File: config.mk
export PLATFORM = sky130hd
export DESIGN_NAME = blm_alu
export DESIGN_NICKNAME = d
export VERILOG_FILES = /design/src/rtl/blm_pkg.sv /design/src/rtl/blm_alu.sv
export SDC_FILE = /design/constraint.sdc
export NUM_CORES = 1
export LEC_CHECK = 0
export BUFFER_PORTS_ARGS = -buffer_cell sky130_fd_sc_hd__buf_2
export CORE_AREA = 2 2 89 176
export DETAILED_ROUTE_END_ITERATION = 12
export DIE_AREA = 0 0 91 178
export PLACE_DENSITY_LB_ADDON = 0.25
export RECOVER_POWER = 100
export SYNTH_ARGS = -nofsm -noshare
export SYNTH_HDL_FRONTEND = slang
export SYNTH_SLANG_ARGS = --single-unit
File: constraint.sdc
create_clock -name vclk -period 12.4
set_input_delay 2.48 -clock vclk [all_inputs]
set_output_delay 2.48 -clock vclk [all_outputs]
set_load 0.02 [all_outputs]
File: src/rtl/blm_pkg.sv
// ----------------------------------------------------------------------------
// blm_pkg
// Types, constants and helper functions shared by the line minimizer blocks.
// ----------------------------------------------------------------------------
package blm_pkg;

  localparam int VALUE_W = 32;
  localparam int WIDE_W  = 64;
  localparam int MUL_B_W = 33;
  localparam int PROD_W  = 97;
  localparam int QUOT_W  = 32;
  localparam int DIV_STEPS = 32;

  typedef logic signed [VALUE_W-1:0] val_t;
  typedef logic signed [WIDE_W-1:0]  wide_t;

  localparam val_t  VAL_MAX  = 32'sh7fff_ffff;
  localparam val_t  VAL_MIN  = 32'sh8000_0000;
  localparam wide_t WIDE_MAX = 64'sh7fff_ffff_ffff_ffff;
  localparam wide_t WIDE_MIN = 64'sh8000_0000_0000_0000;

  // 0.381966 in Q0.32
  localparam logic [MUL_B_W-1:0] GOLDEN_Q32 = 33'd1640531478;

  localparam logic CMD_START  = 1'b0;
  localparam logic CMD_SAMPLE = 1'b1;

  typedef enum logic [1:0] {
    ST_CONVERGED  = 2'd0,
    ST_LIMIT      = 2'd1,
    ST_NO_BRACKET = 2'd2
  } status_t;

  typedef enum logic [1:0] {
    CFG_REL_TOL    = 2'd0,
    CFG_ABS_TOL    = 2'd1,
    CFG_ITER_LIMIT = 2'd2
  } cfg_idx_t;

  typedef enum logic {
    ALU_ADD,
    ALU_SUB
  } alu_op_t;

  typedef enum logic [1:0] {
    MP_IDLE,
    MP_LOW,
    MP_HIGH
  } mul_ph_t;

  typedef enum logic [5:0] {
    S_IDLE, S_LIMIT, S_REL, S_HALF, S_RHS, S_CONV,
    S_PA1, S_PA2, S_PA2W, S_PA3, S_PA4, S_PA4W, S_PA5, S_PA5W,
    S_PA6, S_PA6W, S_PA7, S_PA8, S_PA8W, S_PA9,
    S_AC1, S_AC1W, S_AC2, S_AC2W, S_AC3, S_AC3W,
    S_DIV, S_DIVW, S_UA, S_UB, S_UC, S_GOLD, S_GOLDW, S_FIN, S_EMIT
  } state_t;

  typedef struct packed {
    logic command;
    val_t end_one;
    val_t end_two;
    val_t middle_point;
    val_t value_end_one;
    val_t value_end_two;
    val_t value_middle;
    val_t sample_value;
  } blm_in_t;

  typedef struct packed {
    logic    finished;
    val_t    query_point;
    status_t status;
    val_t    final_lower;
    val_t    final_upper;
    val_t    best_point;
    val_t    best_value;
  } blm_out_t;

  typedef struct packed {
    logic               start;
    logic [WIDE_W-1:0]  a_mag;
    logic [MUL_B_W-1:0] b_mag;
    logic               neg;
  } mul_req_t;

  typedef struct packed {
    logic              start;
    logic [WIDE_W-1:0] dividend;
    logic [WIDE_W-1:0] divisor;
  } div_req_t;

  function automatic wide_t sext_v(val_t v);
    return {{(WIDE_W-VALUE_W){v[VALUE_W-1]}}, v};
  endfunction

  function automatic logic [WIDE_W-1:0] mag_w(wide_t v);
    return v[WIDE_W-1] ? (~v + 64'd1) : v;
  endfunction

  function automatic val_t clamp_v(wide_t v);
    if (v > sext_v(VAL_MAX)) return VAL_MAX;
    else if (v < sext_v(VAL_MIN)) return VAL_MIN;
    else return v[VALUE_W-1:0];
  endfunction

endpackage

File: src/rtl/blm_alu.sv
// ----------------------------------------------------------------------------
// blm_alu
// Shared 64-bit saturating add/subtract unit.
// ----------------------------------------------------------------------------
module blm_alu (
  input  blm_pkg::alu_op_t op,
  input  blm_pkg::wide_t   a,
  input  blm_pkg::wide_t   b,
  output blm_pkg::wide_t   y
);
  import blm_pkg::*;

  logic signed [WIDE_W:0] ext;

  always_comb begin
    unique case (op)
      ALU_ADD: ext = {a[WIDE_W-1], a} + {b[WIDE_W-1], b};
      ALU_SUB: ext = {a[WIDE_W-1], a} - {b[WIDE_W-1], b};
      default: ext = {a[WIDE_W-1], a} + {b[WIDE_W-1], b};
    endcase
    if (ext[WIDE_W] != ext[WIDE_W-1]) begin
      y = ext[WIDE_W] ? WIDE_MIN : WIDE_MAX;
    end else begin
      y = ext[WIDE_W-1:0];
    end
  end

endmodule

# ---- Word level (Yosys, flattened, before mapping)
# Cells that the tools add are included.
dict set report op_classes {
  n_addsub 2
  n_eq_ne 1
  mux 3
  n_bitwise 1
}
# cell n
set ops {}
lappend ops {{case mux 65 bit (2 select lines)} 1}
lappend ops {{two-way mux 64 bit} 2}
lappend ops {{adder 64 x 64 -> 65 bit} 1}
lappend ops {{subtractor 64 x 64 -> 65 bit} 1}
lappend ops {{inequality test 1 bit} 1}
lappend ops {{NOT 1 bit} 1}
dict set report word_totals {
  ff_bits 0
  in_bits 129
  out_inout_bits 64
  elab_cells 7
}

# ---- Logic depth before layout (Yosys ltp)
# Gate-level depths: netlist of run 1.
dict set report logic_depth {
  ltp_word 4
  ltp_mapped 24
  ltp_nobuf 20
}

# ---- Worst setup path after synthesis of run 1
# No wires, ideal clock.
dict set report synth_path {
  kind {in2out}
  from {input b[8]}
  to {output y[54]}
  t_arrival_ps 8421
  required_ps 9920
  slack_ps 1499
  path_stages 21
  path_buffers 2
  cell_sequence {or4_1 nor2_1 and3b_1 clkbuf_1 nand3_1 nor3b_1 nor4b_1 and2_1 a21oi_1 xnor2_1 ha_1 buf_2 nand4_1 or4_1 or3_4 o22ai_2 a2111oi_0 or3b_1 nor3b_4 nor2_2 o41ai_1}
}
dict set report synth_between {
  elab_chain_cells 4
  elab_cells_between_ends 6
  cone_classes {2 x add/sub; 1 x eq/ne; 3 x mux}
}
# item line_no
set synth_lines {}
lappend synth_lines {{start, declared} blm_alu.sv:8} ;# input blm_pkg::wide_t b,
lappend synth_lines {{subtractor 64 x 64 -> 65 bit or adder 64 x 64 -> 65 bit (tied branches)} n/a}
lappend synth_lines {{case mux 65 bit (2 select lines) (*)} blm_alu.sv:16} ;# unique case (op)
lappend synth_lines {{two-way mux 64 bit or inequality test 1 bit (tied branches)} {blm_alu.sv:22, blm_alu.sv:21}}
lappend synth_lines {{two-way mux 64 bit (*)} blm_alu.sv:21} ;# if (ext[WIDE_W] != ext[WIDE_W-1]) begin
lappend synth_lines {{end, declared} blm_alu.sv:9} ;# output blm_pkg::wide_t y
# Every way passes the cells marked *; elsewhere a longest branch is shown, timed or not.

# ---- Worst setup path after layout of run 1
dict set report layout_path {
  from {input b[3]}
  to {output y[24]}
}
# Same word-level chain as after synthesis.

==> results of run 1 <==
[per-layer routing]
metal	global-route usage	wire, microns	part of all wire	vias up
met5	0	0	0	-
met4	0.231	2270	0.087	0
met3	0.0169	1060	0.041	121
met1	0.265	8130	0.31	3720
met2	0.613	14600	0.56	331
li1	-	-	-	3888
[timing repair]
item                                    CTS  global route
endpoints found under the hold margin     0             0
gates resized for setup                   0             2
endpoints found under the setup margin    0            30
[worst max-delay path by stage]
stage | end | slack (ps)
6_report | y[24] | 680
5_1_grt | y[18] | 90
4_1_cts | y[16] | 430
3_5_place_dp | y[16] | 470
3_3_place_gp | y[5] | 670
2_1_floorplan | y[54] | 1500
[final cells by class]
cell class | instances | share of cell area
Multi-Input combinational cell | 881 | 0.807
Timing Repair Buffer | 204 | 0.139
Tap cell | 195 | 0.0342
Inverter | 38 | 0.0200
[synth_stat cells, drive strengths merged (3+ instances only)]
cell,number
a2111oi,6
a211oi,7
a21boi,3
a21o,25
a21oi,170
a221oi,5
a311oi,3
a31o,3
a31oi,17
and2,8
and3,12
and3b,4
and4,3
buf,20
clkbuf,27
ha,65
inv,38
maj3,3
nand2,69
nand2b,13
nand3,18
nand3b,4
nand4,25
nor2,99
nor2b,3
nor3,29
nor3b,3
nor4,15
nor4b,7
o211ai,7
o21a,6
o21ai,64
o21bai,19
o221ai,3
o31ai,10
or2,3
or3,7
or4,3
xnor2,95
xor2,21
[cells by family after synthesis]
kind of cell	synth area share
xor+xnor	0.167
buf+inv	0.0563
compound gates	0.359
mux	0.00348
fa+ha+maj	0.141
simple gates	0.273
[worst max-delay path: cells and delay by family]
family,cells,cell delay [ps]
compound gates,4,530
xor+xnor,1,200
fa+ha+maj,1,480
buf+inv,4,980
simple gates,13,4560
[cells in the final DEF, fill, tap and decap left out, types with 13 or more instances in the layout]
cell type,instances
sky130_fd_sc_hd__ha_1,65
sky130_fd_sc_hd__xor2_1,21
sky130_fd_sc_hd__nand3_1,18
sky130_fd_sc_hd__nand4_1,25
sky130_fd_sc_hd__nand2_1,68
sky130_fd_sc_hd__buf_2,146
sky130_fd_sc_hd__nor2_1,98
sky130_fd_sc_hd__clkbuf_1,47
sky130_fd_sc_hd__a21o_1,25
sky130_fd_sc_hd__nor4_1,14
sky130_fd_sc_hd__a21oi_1,170
sky130_fd_sc_hd__o21ai_0,63
sky130_fd_sc_hd__nor3_1,29
sky130_fd_sc_hd__nand2b_1,13
sky130_fd_sc_hd__a31oi_1,17
sky130_fd_sc_hd__xnor2_1,95
sky130_fd_sc_hd__o21bai_1,19
sky130_fd_sc_hd__inv_1,38
[power by group]
group	internal [uW]	switching (uW)	leakage [uW]	total [uW]
registers	0	0	0	0
logic	252	511	0.00298	763
clock network	0	0	0	0
total	252	511	0.00298	763
[through the flow]
stage / total power (uW) / setup slack, ps / std cells / hold slack [ps] / cell area [sq um]
global placement: 767 / 666 / 1318 / 5390 / 7210
detailed placement: 769 / 475 / 1318 / 5400 / 7210
floorplan: 530 / 1500 / 966 / 5190 / 6110
global route: 821 / 93.4 / 1318 / 5440 / 7140
finish: 763 / 681 / 1318 / 5410 / 7140
CTS: 773 / 432 / 1318 / 5400 / 7210
==> flow_summary.html, run 1 <==
<table>
<tr><th>Metric</th><th>Value</th></tr>
<tr><th colspan="2">Die</th></tr>
<tr><td>Area of the die</td><td>16,200 sq um</td></tr>
<tr><td>Die Width</td><td>91 microns</td></tr>
<tr><td>Core area</td><td>14,800 sq um</td></tr>
<tr><td>Starting density of the core</td><td>0.412</td></tr>
<tr><td>Std cell rows</td><td>63</td></tr>
<tr><td>Die boundary height</td><td>178 microns</td></tr>
<tr><td>I/O pin cnt</td><td>193</td></tr>
<tr><th colspan="2">Timing</th></tr>
<tr><td>Minimum clock period</td><td>11,720 ps</td></tr>
<tr><td>Worst slew pin tran</td><td>1320 ps</td></tr>
<tr><td>Hold Vio Cnt, Final</td><td>0</td></tr>
<tr><td>Highest Clock Rate</td><td>0.0853 GHz</td></tr>
<tr><td>Unrepaired setup endpoints after global routing</td><td>false</td></tr>
<tr><td>Final count of negative-setup-slack endpoints</td><td>0</td></tr>
<tr><td>Number of slew-limit violations in the final report</td><td>0</td></tr>
<tr><td>Final setup TNS</td><td>0 ps</td></tr>
<tr><td>Fin crit share</td><td>0.945</td></tr>
<tr><td>Headroom to the max-slew limit</td><td>0.118</td></tr>
<tr><th colspan="2">Synth</th></tr>
<tr><td>Post-Syn Nets</td><td>1,161</td></tr>
<tr><td>Post-synthesis cell area</td><td>6110 sq um</td></tr>
<tr><td>Synthesized area per cell</td><td>6.33 sq um</td></tr>
<tr><td>Yosys Warn Count</td><td>0</td></tr>
<tr><td>Cell count after synthesis</td><td>966</td></tr>
<tr><td>Area share of the largest cell type after synthesis</td><td>0.139</td></tr>
<tr><td>Sequential area share after synthesis</td><td>0</td></tr>
<tr><td>Library cell occupying the most area in the post-synthesis netlist</td><td>sky130_fd_sc_hd__a21oi_1</td></tr>
<tr><td>Synth top area cells</td><td>sky130_fd_sc_hd__a21oi_1, sky130_fd_sc_hd__xnor2_1, sky130_fd_sc_hd__ha_1</td></tr>
<tr><td>Count of unique library cells instantiated by Yosys</td><td>70</td></tr>
<tr><th colspan="2">Routing</th></tr>
<tr><td>Final wirelength</td><td>26.0 mm</td></tr>
<tr><td>Post-detailed-route via-to-cell ratio</td><td>6.12</td></tr>
<tr><td>Routed len/inst</td><td>19.7 microns</td></tr>
<tr><td>Total iterations of the first detailed-routing run</td><td>5</td></tr>
<tr><td>Vias</td><td>8,060</td></tr>
<tr><td>Antenna-violating nets left</td><td>0</td></tr>
<tr><td>Remaining DRCs</td><td>0</td></tr>
<tr><td>Number of DRC markers in iteration 0</td><td>445</td></tr>
<tr><th colspan="2">Outcome</th></tr>
<tr><td>Status</td><td>finished, final reports clean</td></tr>
<tr><th colspan="2">Critical path</th></tr>
<tr><td>Kind of end point of the critical path</td><td>output port</td></tr>
<tr><td>CP startpoint kind</td><td>primary input</td></tr>
<tr><td>Cell breakdown of the critical path</td><td>buf_2 -&gt; nor2_1 -&gt; nor4b_1 -&gt; and3b_1 -&gt; nand3_1 -&gt; nor3b_1 -&gt; nor4b_1 -&gt; buf_4 -&gt; and2_1 -&gt; a21oi_1 -&gt; xnor2_1 -&gt; ha_1 -&gt; nand4_1 -&gt; or4_1 -&gt; or3_4 -&gt; o22ai_2 -&gt; a2111oi_0 -&gt; or3b_1 -&gt; nor3b_4 -&gt; nand2_4 -&gt; buf_4 -&gt; a21oi_1 -&gt; clkbuf_1</td></tr>
<tr><td>Worst Setup Path Type</td><td>in2out</td></tr>
<tr><td>Max stage delay on crit path</td><td>630 ps</td></tr>
<tr><td>Required time at the endpoint of the critical path</td><td>9920 ps</td></tr>
<tr><td>Worst path slowest cell</td><td>sky130_fd_sc_hd__nor4b_1</td></tr>
<tr><td>Crit path arrival time</td><td>9240 ps</td></tr>
<tr><td>Launching element of the worst setup path</td><td>b[3]</td></tr>
<tr><td>Critical path fanouts, max</td><td>37</td></tr>
<tr><th colspan="2">Layout</th></tr>
<tr><td>Area added between synthesis and finish</td><td>16.9%</td></tr>
<tr><td>Fin util</td><td>0.482</td></tr>
<tr><td>Multi-input gate area in the final layout</td><td>5770 sq um</td></tr>
<tr><td>Filler cell count</td><td>1,720</td></tr>
<tr><td>Num sequential</td><td>0</td></tr>
<tr><td>Number of clock buffers in the layout</td><td>0</td></tr>
<tr><td>Share of cells above drive strength 1</td><td>0.155</td></tr>
<tr><td>Reg area</td><td>0 sq um</td></tr>
<tr><td>Antenna diode count</td><td>0</td></tr>
<tr><td>Final net count</td><td>1,320</td></tr>
<tr><th colspan="2">Min path</th></tr>
<tr><td>Type of the worst min-delay path</td><td>in2out</td></tr>
<tr><td>Count of cells along the worst hold path</td><td>4</td></tr>
<tr><td>Startpoint of the most critical hold path</td><td>b[0]</td></tr>
<tr><td>Destination of the worst hold path</td><td>y[0]</td></tr>
<tr><th colspan="2">GRT</th></tr>
<tr><td>First-pass GRT wire length</td><td>39.0 mm</td></tr>
<tr><td>Overall track demand over capacity in global routing</td><td>0.300</td></tr>
<tr><td>Number of global-route vias before repair</td><td>7,873</td></tr>
<tr><td>Antenna violations before repair</td><td>0</td></tr>
<tr><td>Maximum number of pins on one net before global-route repair</td><td>60</td></tr>
<tr><td>Total congestion overflow after global routing</td><td>0</td></tr>
<tr><th colspan="2">Placement</th></tr>
<tr><td>Quantity of I/O buffers inserted on ports</td><td>193</td></tr>
<tr><td>Routability Congestion</td><td>0.993</td></tr>
<tr><td>Detailed placement HPWL</td><td>22.2 mm</td></tr>
<tr><th colspan="2">Power and ir drop</th></tr>
<tr><td>Pleak</td><td>0.00298 uW</td></tr>
<tr><td>Total power divided by cell area</td><td>107 nW/um^2</td></tr>
<tr><td>IR drop worst, VDD</td><td>0.0000764 V</td></tr>
<tr><th colspan="2">CTS</th></tr>
<tr><td>Number of buffers inserted for hold repair after clock tree synthesis</td><td>0</td></tr>
<tr><td>Number of buffers inserted by post-CTS setup repair</td><td>0</td></tr>
<tr><th colspan="2">Flow run</th></tr>
<tr><td>Number of max-cap violations</td><td>0</td></tr>
</table>
(Power assumes the default switching activity.)
==> run 2, diff against run 1 <==
clock period = 11.36 ns   (was 12.4 ns; I/O delays follow)
==> run 2 against run 1 <==
Hold slack got worse by 400 ps. Critical path type unchanged. Routed wire length fell by 0.51%. Cell count increased by 0.99%. Power grew 11%. Die area unchanged. Combinational power grew 11%.
==> flow_summary.html, run 2 (synthesis results as in run 1) <==
<table>
<tr><th>Metric</th><th>Value</th></tr>
<tr><th colspan="2">Critical path</th></tr>
<tr><td>CP startpoint kind</td><td>primary input</td></tr>
<tr><td>Cell breakdown of the critical path</td><td>buf_2 -&gt; or4_1 -&gt; nor2_1 -&gt; and3b_1 -&gt; nand3_1 -&gt; nor3b_1 -&gt; nor4b_1 -&gt; buf_4 -&gt; and2_1 -&gt; a21oi_1 -&gt; xnor2_1 -&gt; ha_1 -&gt; nand4_1 -&gt; or4_1 -&gt; or3_4 -&gt; o22ai_2 -&gt; a2111oi_0 -&gt; or3b_1 -&gt; nor3b_4 -&gt; buf_4 -&gt; nor2_4 -&gt; buf_4 -&gt; o21ai_0 -&gt; clkbuf_2</td></tr>
<tr><td>Critical path fanouts, max</td><td>37 (unchanged)</td></tr>
<tr><td>Required time at the endpoint of the critical path</td><td>9090 ps (-830 ps)</td></tr>
<tr><td>Worst path slowest cell</td><td>sky130_fd_sc_hd__or4_1</td></tr>
<tr><td>Cell with the most instances on the worst path</td><td>sky130_fd_sc_hd__buf_4</td></tr>
<tr><td>Buffer and inverter count on the worst path</td><td>5 (+1)</td></tr>
<tr><td>Max stage delay on crit path</td><td>600 ps (-30 ps)</td></tr>
<tr><td>Kind of end point of the critical path</td><td>output port</td></tr>
<tr><td>Crit path arrival time</td><td>8640 ps (-600 ps)</td></tr>
<tr><td>Worst Setup Path Type</td><td>in2out</td></tr>
<tr><td>Cell type group with the largest total delay on the critical path</td><td>simple AND/OR/NAND/NOR gates</td></tr>
<tr><th colspan="2">GRT</th></tr>
<tr><td>Overall track demand over capacity in global routing</td><td>0.296 (-0.00445)</td></tr>
<tr><td>Maximum number of pins on one net before global-route repair</td><td>63 (+5.0%)</td></tr>
<tr><td>Number of global-route vias before repair</td><td>7,878 (+0.064%)</td></tr>
<tr><td>Antenna violations before repair</td><td>0 (unchanged)</td></tr>
<tr><td>Total congestion overflow after global routing</td><td>0 (unchanged)</td></tr>
<tr><td>First-pass GRT wire length</td><td>38.4 mm (-1.4%)</td></tr>
<tr><th colspan="2">Placement</th></tr>
<tr><td>Post-placement cell area</td><td>7320 sq um (+1.5%)</td></tr>
<tr><td>Detailed placement HPWL</td><td>22.3 mm (+0.51%)</td></tr>
<tr><td>Routability Congestion</td><td>0.993 (about the same)</td></tr>
<tr><td>Quantity of I/O buffers inserted on ports</td><td>193 (unchanged)</td></tr>
<tr><th colspan="2">Routing</th></tr>
<tr><td>Total iterations of the first detailed-routing run</td><td>7 (+2)</td></tr>
<tr><td>Post-detailed-route via-to-cell ratio</td><td>6.08 (-0.53%)</td></tr>
<tr><td>Routed len/inst</td><td>19.4 microns (-1.5%)</td></tr>
<tr><td>Final wirelength</td><td>25.9 mm (-0.51%)</td></tr>
<tr><td>Antenna-violating nets left</td><td>0 (unchanged)</td></tr>
<tr><td>Vias</td><td>8,096 (+0.45%)</td></tr>
<tr><td>Remaining DRCs</td><td>0 (unchanged)</td></tr>
<tr><td>Number of DRC markers in iteration 0</td><td>367 (-18%)</td></tr>
<tr><th colspan="2">Power and ir drop</th></tr>
<tr><td>Pleak</td><td>0.00309 uW (+3.7%)</td></tr>
<tr><td>Total power divided by cell area</td><td>116 nW/um^2 (+8.6%)</td></tr>
<tr><td>IR drop worst, VDD</td><td>0.0000848 V (+11%)</td></tr>
<tr><td>Total power of the final layout</td><td>847 uW (+11%)</td></tr>
<tr><th colspan="2">Min path</th></tr>
<tr><td>Startpoint of the most critical hold path</td><td>b[0]</td></tr>
<tr><td>Count of cells along the worst hold path</td><td>4 (unchanged)</td></tr>
<tr><td>Destination of the worst hold path</td><td>y[0]</td></tr>
<tr><td>Type of the worst min-delay path</td><td>in2out</td></tr>
<tr><th colspan="2">Timing</th></tr>
<tr><td>Fin crit share</td><td>0.960</td></tr>
<tr><td>Minimum clock period</td><td>10,910 ps</td></tr>
<tr><td>Worst slew pin tran</td><td>825 ps (-496 ps)</td></tr>
<tr><td>Final setup TNS</td><td>0 ps (unchanged)</td></tr>
<tr><td>Final count of negative-setup-slack endpoints</td><td>0 (unchanged)</td></tr>
<tr><td>Number of slew-limit violations in the final report</td><td>0 (unchanged)</td></tr>
<tr><td>Headroom to the max-slew limit</td><td>0.436 (+0.318)</td></tr>
<tr><td>Unrepaired setup endpoints after global routing</td><td>false</td></tr>
<tr><td>Highest Clock Rate</td><td>0.0917 GHz</td></tr>
<tr><td>Hold Slack</td><td>5010 ps (-402 ps)</td></tr>
<tr><td>Hold Vio Cnt, Final</td><td>0 (unchanged)</td></tr>
<tr><th colspan="2">Die</th></tr>
<tr><td>Core area</td><td>14,800 sq um (unchanged)</td></tr>
<tr><td>Starting density of the core</td><td>0.412 (unchanged)</td></tr>
<tr><td>Die Width</td><td>91 microns (unchanged)</td></tr>
<tr><td>Die boundary height</td><td>178 microns (unchanged)</td></tr>
<tr><td>I/O pin cnt</td><td>193 (unchanged)</td></tr>
<tr><td>Std cell rows</td><td>63 (unchanged)</td></tr>
<tr><td>Area of the die</td><td>16,200 sq um (unchanged)</td></tr>
<tr><th colspan="2">CTS</th></tr>
<tr><td>CTS-repair resized insts</td><td>0 (unchanged)</td></tr>
<tr><td>Number of buffers inserted by post-CTS setup repair</td><td>0 (unchanged)</td></tr>
<tr><td>Number of buffers inserted for hold repair after clock tree synthesis</td><td>0 (unchanged)</td></tr>
<tr><th colspan="2">Flow run</th></tr>
<tr><td>Number of max-cap violations</td><td>0 (unchanged)</td></tr>
<tr><th colspan="2">Layout</th></tr>
<tr><td>Area added between synthesis and finish</td><td>19.4%</td></tr>
<tr><td>Final net count</td><td>1,333 (+0.98%)</td></tr>
<tr><td>Most common cell after layout, fill and taps aside</td><td>sky130_fd_sc_hd__a21oi_1</td></tr>
<tr><td>Multi-input gate area in the final layout</td><td>5800 sq um (+0.52%)</td></tr>
<tr><td>Share of cells above drive strength 1</td><td>0.175 (+0.0202)</td></tr>
<tr><td>Num sequential</td><td>0 (unchanged)</td></tr>
<tr><td>Fin util</td><td>0.492 (+0.0102)</td></tr>
<tr><td>Design area</td><td>7300 sq um (+2.1%)</td></tr>
<tr><td>Antenna diode count</td><td>0 (unchanged)</td></tr>
<tr><td>Commonest cells after routing, fill and taps aside</td><td>sky130_fd_sc_hd__a21oi_1, sky130_fd_sc_hd__buf_2, sky130_fd_sc_hd__nor2_1, sky130_fd_sc_hd__xnor2_1, sky130_fd_sc_hd__nand2_1</td></tr>
<tr><td>Reg area</td><td>0 sq um (unchanged)</td></tr>
<tr><td>Number of clock buffers in the layout</td><td>0 (unchanged)</td></tr>
<tr><td>Filler cell count</td><td>1,724 (+0.23%)</td></tr>
<tr><th colspan="2">Outcome</th></tr>
<tr><td>Status</td><td>finished, final reports clean</td></tr>
</table>
run 2: cell count changes in the layout (fill, tap and decap cells not counted), sizes merged:
cell / before / now
buf: 157 / 160
clkbuf: 47 / 57
run 2: report_power, final:
| group | internal (uW) | switching (uW) | total [uW] |
|---|---|---|---|
| sequential | 0 | 0 | 0 |
| clock | 0 | 0 | 0 |
| combinational | 289 | 558 | 847 |
run 2: metal layers:
metal  global-route usage  up-vias  share of wire  routed length, microns
li1                     -     3923              -                       -
met1                0.250     3677           0.31                    8080
met2                0.616      360           0.56                   14500
met3               0.0110      136          0.033                     854
met4                0.238        0          0.095                    2460
met5                    0        -              0                       0
run 2: worst max-delay path by stage:
stage / slack (ps) / endpoint / from / depth (start not counted)
after CTS: 220 / y[27] / b[16] / 23
after global placement: 450 / y[0] / b[16] / 23
after global routing: 20 / y[54] / b[8] / 23
after detailed placement: 270 / y[27] / b[16] / 23
after floorplan: 870 / y[54] / b[8] / 21
final: 450 / y[28] / b[8] / 24
run 2: final cells by class:
type                            instances  area share
Inverter                               38      0.0196
Timing Repair Buffer                  217       0.152
Multi-Input combinational cell        881       0.795
Tap cell                              195      0.0334
run 2: stage by stage:
step,std cells,worst slack [ps]
after floorplan,966,875
after detailed placement,1331,269
after global routing,1331,19.6
after global placement,1331,447
final,1331,452
after CTS,1331,224
==> run 3, diff against run 2 <==
ABC_AREA = 1   (was default)
CORE_AREA = 2 2 101 200   (was 2 2 89 176)
DIE_AREA = 0 0 103 202   (was 0 0 91 178)
clock period = 11.3 ns   (was 11.36 ns; I/O delays follow)
==> run 3 against run 2 <==
Via count increased by 27%. Routed wire length increased by 39%. Final area up 23%. Global-route usage rose by 5.2 points. Non-clock buffer count shrank 23. Sequential share of layout area did not move.
==> flow_summary.html, run 3 <==
<table>
<tr><th>Metric</th><th>Value</th></tr>
<tr><th colspan="2">Outcome</th></tr>
<tr><td>Status</td><td>finished, final reports clean</td></tr>
<tr><th colspan="2">Power and ir drop</th></tr>
<tr><td>Clock network fraction of design power</td><td>0 (unchanged)</td></tr>
<tr><td>Pleak</td><td>0.00526 uW (+70%)</td></tr>
<tr><td>Switching Share</td><td>0.701 (+0.0427)</td></tr>
<tr><td>Total power divided by cell area</td><td>96.4 nW/um^2 (-17%)</td></tr>
<tr><td>Net Switching</td><td>607 uW (+8.8%)</td></tr>
<tr><td>IR drop worst, VDD</td><td>0.0000826 V (-2.7%)</td></tr>
<tr><td>Comb pwr share</td><td>1.000 (about the same)</td></tr>
<tr><td>Internal portion of total power</td><td>259 uW (-11%)</td></tr>
<tr><td>Relative contribution of sequential cells to total power</td><td>0 (unchanged)</td></tr>
<tr><th colspan="2">GRT</th></tr>
<tr><td>Number of global-route vias before repair</td><td>10,370 (+32%)</td></tr>
<tr><td>Maximum number of pins on one net before global-route repair</td><td>64 (+1.6%)</td></tr>
<tr><td>Overall track demand over capacity in global routing</td><td>0.348 (+0.0519)</td></tr>
<tr><td>Antenna violations before repair</td><td>0 (unchanged)</td></tr>
<tr><td>Total congestion overflow after global routing</td><td>0 (unchanged)</td></tr>
<tr><td>First-pass GRT wire length</td><td>54.2 mm (+41%)</td></tr>
<tr><th colspan="2">Placement</th></tr>
<tr><td>Detailed placement HPWL</td><td>32.0 mm (+43%)</td></tr>
<tr><td>Post-placement cell area</td><td>9070 sq um (+24%)</td></tr>
<tr><td>Quantity of I/O buffers inserted on ports</td><td>193 (unchanged)</td></tr>
<tr><td>Routability Congestion</td><td>1.01 (+1.7%)</td></tr>
<tr><th colspan="2">Timing</th></tr>
<tr><td>Highest Clock Rate</td><td>0.105 GHz</td></tr>
<tr><td>Unrepaired setup endpoints after global routing</td><td>false</td></tr>
<tr><td>Final setup TNS</td><td>0 ps (unchanged)</td></tr>
<tr><td>Final count of negative-setup-slack endpoints</td><td>0 (unchanged)</td></tr>
<tr><td>Number of slew-limit violations in the final report</td><td>0 (unchanged)</td></tr>
<tr><td>Fin crit share</td><td>0.842</td></tr>
<tr><td>Worst slew pin tran</td><td>925 ps (+101 ps)</td></tr>
<tr><td>Headroom to the max-slew limit</td><td>0.379 (-0.0573)</td></tr>
<tr><td>Hold Vio Cnt, Final</td><td>0 (unchanged)</td></tr>
<tr><td>Minimum clock period</td><td>9510 ps</td></tr>
<tr><th colspan="2">Routing</th></tr>
<tr><td>Vias</td><td>10,322 (+27%)</td></tr>
<tr><td>Remaining DRCs</td><td>0 (unchanged)</td></tr>
<tr><td>Post-detailed-route via-to-cell ratio</td><td>5.08 (-16%)</td></tr>
<tr><td>Final wirelength</td><td>36.1 mm (+39%)</td></tr>
<tr><td>Number of DRC markers in iteration 0</td><td>494 (+35%)</td></tr>
<tr><td>Routed len/inst</td><td>17.8 microns (-8.6%)</td></tr>
<tr><td>Total iterations of the first detailed-routing run</td><td>5 (-2)</td></tr>
<tr><td>Antenna-violating nets left</td><td>0 (unchanged)</td></tr>
<tr><th colspan="2">Synth</th></tr>
<tr><td>Post-synthesis cell area</td><td>7930 sq um (+30%)</td></tr>
<tr><td>Synth top area cells</td><td>sky130_fd_sc_hd__nand2_1, sky130_fd_sc_hd__inv_1, sky130_fd_sc_hd__ha_1</td></tr>
<tr><td>Library cell with the highest instance count after synthesis</td><td>sky130_fd_sc_hd__nand2_1</td></tr>
<tr><td>Post-Syn Nets</td><td>1,791 (+54%)</td></tr>
<tr><td>Cell count after synthesis</td><td>1,596 (+65%)</td></tr>
<tr><td>Post-synth top cells</td><td>sky130_fd_sc_hd__nand2_1, sky130_fd_sc_hd__inv_1, sky130_fd_sc_hd__nor2_1</td></tr>
<tr><td>Count of unique library cells instantiated by Yosys</td><td>42 (-40%)</td></tr>
<tr><td>Library cell occupying the most area in the post-synthesis netlist</td><td>sky130_fd_sc_hd__nand2_1</td></tr>
<tr><td>Yosys Warn Count</td><td>0 (unchanged)</td></tr>
<tr><td>Area share of the largest cell type after synthesis</td><td>0.287 (+0.148)</td></tr>
<tr><td>Sequential area share after synthesis</td><td>0 (unchanged)</td></tr>
<tr><td>Synthesized area per cell</td><td>4.97 sq um (-21%)</td></tr>
<tr><th colspan="2">Min path</th></tr>
<tr><td>Destination of the worst hold path</td><td>y[0]</td></tr>
<tr><td>Type of the worst min-delay path</td><td>in2out</td></tr>
<tr><td>Count of cells along the worst hold path</td><td>6 (+2)</td></tr>
<tr><td>Startpoint of the most critical hold path</td><td>b[0]</td></tr>
<tr><th colspan="2">Layout</th></tr>
<tr><td>Share of cells above drive strength 1</td><td>0.108 (-0.0673)</td></tr>
<tr><td>Final net count</td><td>1,968 (+48%)</td></tr>
<tr><td>Antenna diode count</td><td>0 (unchanged)</td></tr>
<tr><td>Filler cell count</td><td>2,368 (+37%)</td></tr>
<tr><td>Most common cell after layout, fill and taps aside</td><td>sky130_fd_sc_hd__nand2_1</td></tr>
<tr><td>Number of clock buffers in the layout</td><td>0 (unchanged)</td></tr>
<tr><td>Commonest cells after routing, fill and taps aside</td><td>sky130_fd_sc_hd__nand2_1, sky130_fd_sc_hd__inv_1, sky130_fd_sc_hd__nor2_1, sky130_fd_sc_hd__buf_2, sky130_fd_sc_hd__a21oi_1</td></tr>
<tr><td>Design area</td><td>8980 sq um (+23%)</td></tr>
<tr><td>Num sequential</td><td>0 (unchanged)</td></tr>
<tr><td>Reg area</td><td>0 sq um (unchanged)</td></tr>
<tr><td>Fin util</td><td>0.466 (-0.0264)</td></tr>
<tr><td>Area added between synthesis and finish</td><td>13.3%</td></tr>
<tr><th colspan="2">Die</th></tr>
<tr><td>I/O pin cnt</td><td>193 (unchanged)</td></tr>
<tr><td>Die boundary height</td><td>202 microns (+13%)</td></tr>
<tr><td>Std cell rows</td><td>72 (+14%)</td></tr>
<tr><td>Area of the die</td><td>20,800 sq um (+28%)</td></tr>
<tr><td>Core area</td><td>19,300 sq um (+30%)</td></tr>
<tr><td>Starting density of the core</td><td>0.411 (-0.00102)</td></tr>
<tr><td>Die Width</td><td>103 microns (+13%)</td></tr>
<tr><th colspan="2">Critical path</th></tr>
<tr><td>Required time at the endpoint of the critical path</td><td>9040 ps (-50 ps)</td></tr>
<tr><td>CP startpoint kind</td><td>primary input</td></tr>
<tr><td>Critical path fanouts, max</td><td>43 (+16%)</td></tr>
<tr><td>Worst Setup Path Type</td><td>in2out</td></tr>
<tr><td>Kind of end point of the critical path</td><td>output port</td></tr>
<tr><td>Crit path arrival time</td><td>7250 ps (-1390 ps)</td></tr>
<tr><td>Launching element of the worst setup path</td><td>b[1]</td></tr>
<tr><th colspan="2">CTS</th></tr>
<tr><td>Number of buffers inserted for hold repair after clock tree synthesis</td><td>0 (unchanged)</td></tr>
<tr><td>CTS-repair resized insts</td><td>0 (unchanged)</td></tr>
<tr><td>Number of buffers inserted by post-CTS setup repair</td><td>0 (unchanged)</td></tr>
<tr><th colspan="2">Flow run</th></tr>
<tr><td>Number of max-cap violations</td><td>0 (unchanged)</td></tr>
</table>
run 3: cell types whose count changed in the layout (fill, tap and decap cells not counted), sizes merged, moves of 56 or more:
cell,previous run,this run
inv,38,273
nor2,99,204
nand3,18,74
a21oi,170,89
xnor2,95,28
nand2,69,627
run 3: layout make-up:
type                       count  area (sq um)  share of cell area
multi-input combinational   1304          6730               0.749
tap                          259           324              0.0361
timing repair buffer         194           901               0.100
inverter                     273          1030               0.114
run 3: per-stage QoR:
| stage | hold slack [ps] | instances | setup WS [ps] | total power, uW |
|---|---|---|---|---|
| after detailed placement | 5020 | 2030 | 2400 | 878 |
| after floorplan | 4820 | 1596 | 3640 | 608 |
| after CTS | 5030 | 2030 | 2400 | 881 |
| final | 5040 | 2030 | 1790 | 866 |
| after global routing | 5100 | 2030 | 1270 | 946 |
| after global placement | 5010 | 2030 | 2420 | 874 |
run 3: layer usage:
metal | global-route usage | wire [microns] | share of wire
met5 | 0 | 0 | 0
met4 | 0.326 | 4470 | 0.12
met3 | 0.0315 | 1400 | 0.039
met2 | 0.668 | 19100 | 0.53
met1 | 0.288 | 11100 | 0.31
run 3: cell families (layout without fill, tap and decap cells):
| group | after synthesis | in the layout | share of synthesized area |
|---|---|---|---|
| compound gates | 182 | 182 | 0.135 |
| buf+inv | 292 | 467 | 0.149 |
| simple gates | 959 | 959 | 0.503 |
| fa+ha+maj | 66 | 66 | 0.105 |
| xor+xnor | 97 | 97 | 0.107 |
run 3: how the worst max path moves through the flow:
stage / cells after the start / end
after floorplan: 24 / y[44]
after global placement: 23 / y[30]
after detailed placement: 23 / y[23]
after CTS: 23 / y[23]
after global routing: 27 / y[0]
final: 25 / y[23]
run 3: worst max-delay path, stage by stage:
cell,delay [ps]
sky130_fd_sc_hd__buf_2,90
sky130_fd_sc_hd__inv_1,80
sky130_fd_sc_hd__ha_1,190
sky130_fd_sc_hd__nand3_2,90
sky130_fd_sc_hd__nor2_1,410
sky130_fd_sc_hd__nand4_1,200
sky130_fd_sc_hd__o21ai_0,390
sky130_fd_sc_hd__nand2_1,180
sky130_fd_sc_hd__a21oi_1,300
sky130_fd_sc_hd__nand2_1,110
sky130_fd_sc_hd__xnor2_1,440
sky130_fd_sc_hd__ha_1,390
sky130_fd_sc_hd__a21oi_1,270
sky130_fd_sc_hd__and2_1,170
sky130_fd_sc_hd__nand2_1,60
sky130_fd_sc_hd__nand2_1,60
sky130_fd_sc_hd__nand2_1,50
sky130_fd_sc_hd__a21oi_1,150
sky130_fd_sc_hd__nand2_1,70
sky130_fd_sc_hd__nand2_1,60
sky130_fd_sc_hd__nand2_1,200
sky130_fd_sc_hd__nor2_8,360
sky130_fd_sc_hd__inv_4,240
sky130_fd_sc_hd__nand2_1,150
sky130_fd_sc_hd__clkbuf_1,250
run 3: power groups by stage:
stage | clock, uW | combinational (uW) | sequential (uW)
final | 0 | 866 | 0
after global placement | 0 | 874 | 0
after CTS | 0 | 881 | 0
after floorplan | 0 | 608 | 0
after detailed placement | 0 | 878 | 0
after global routing | 0 | 946 | 0
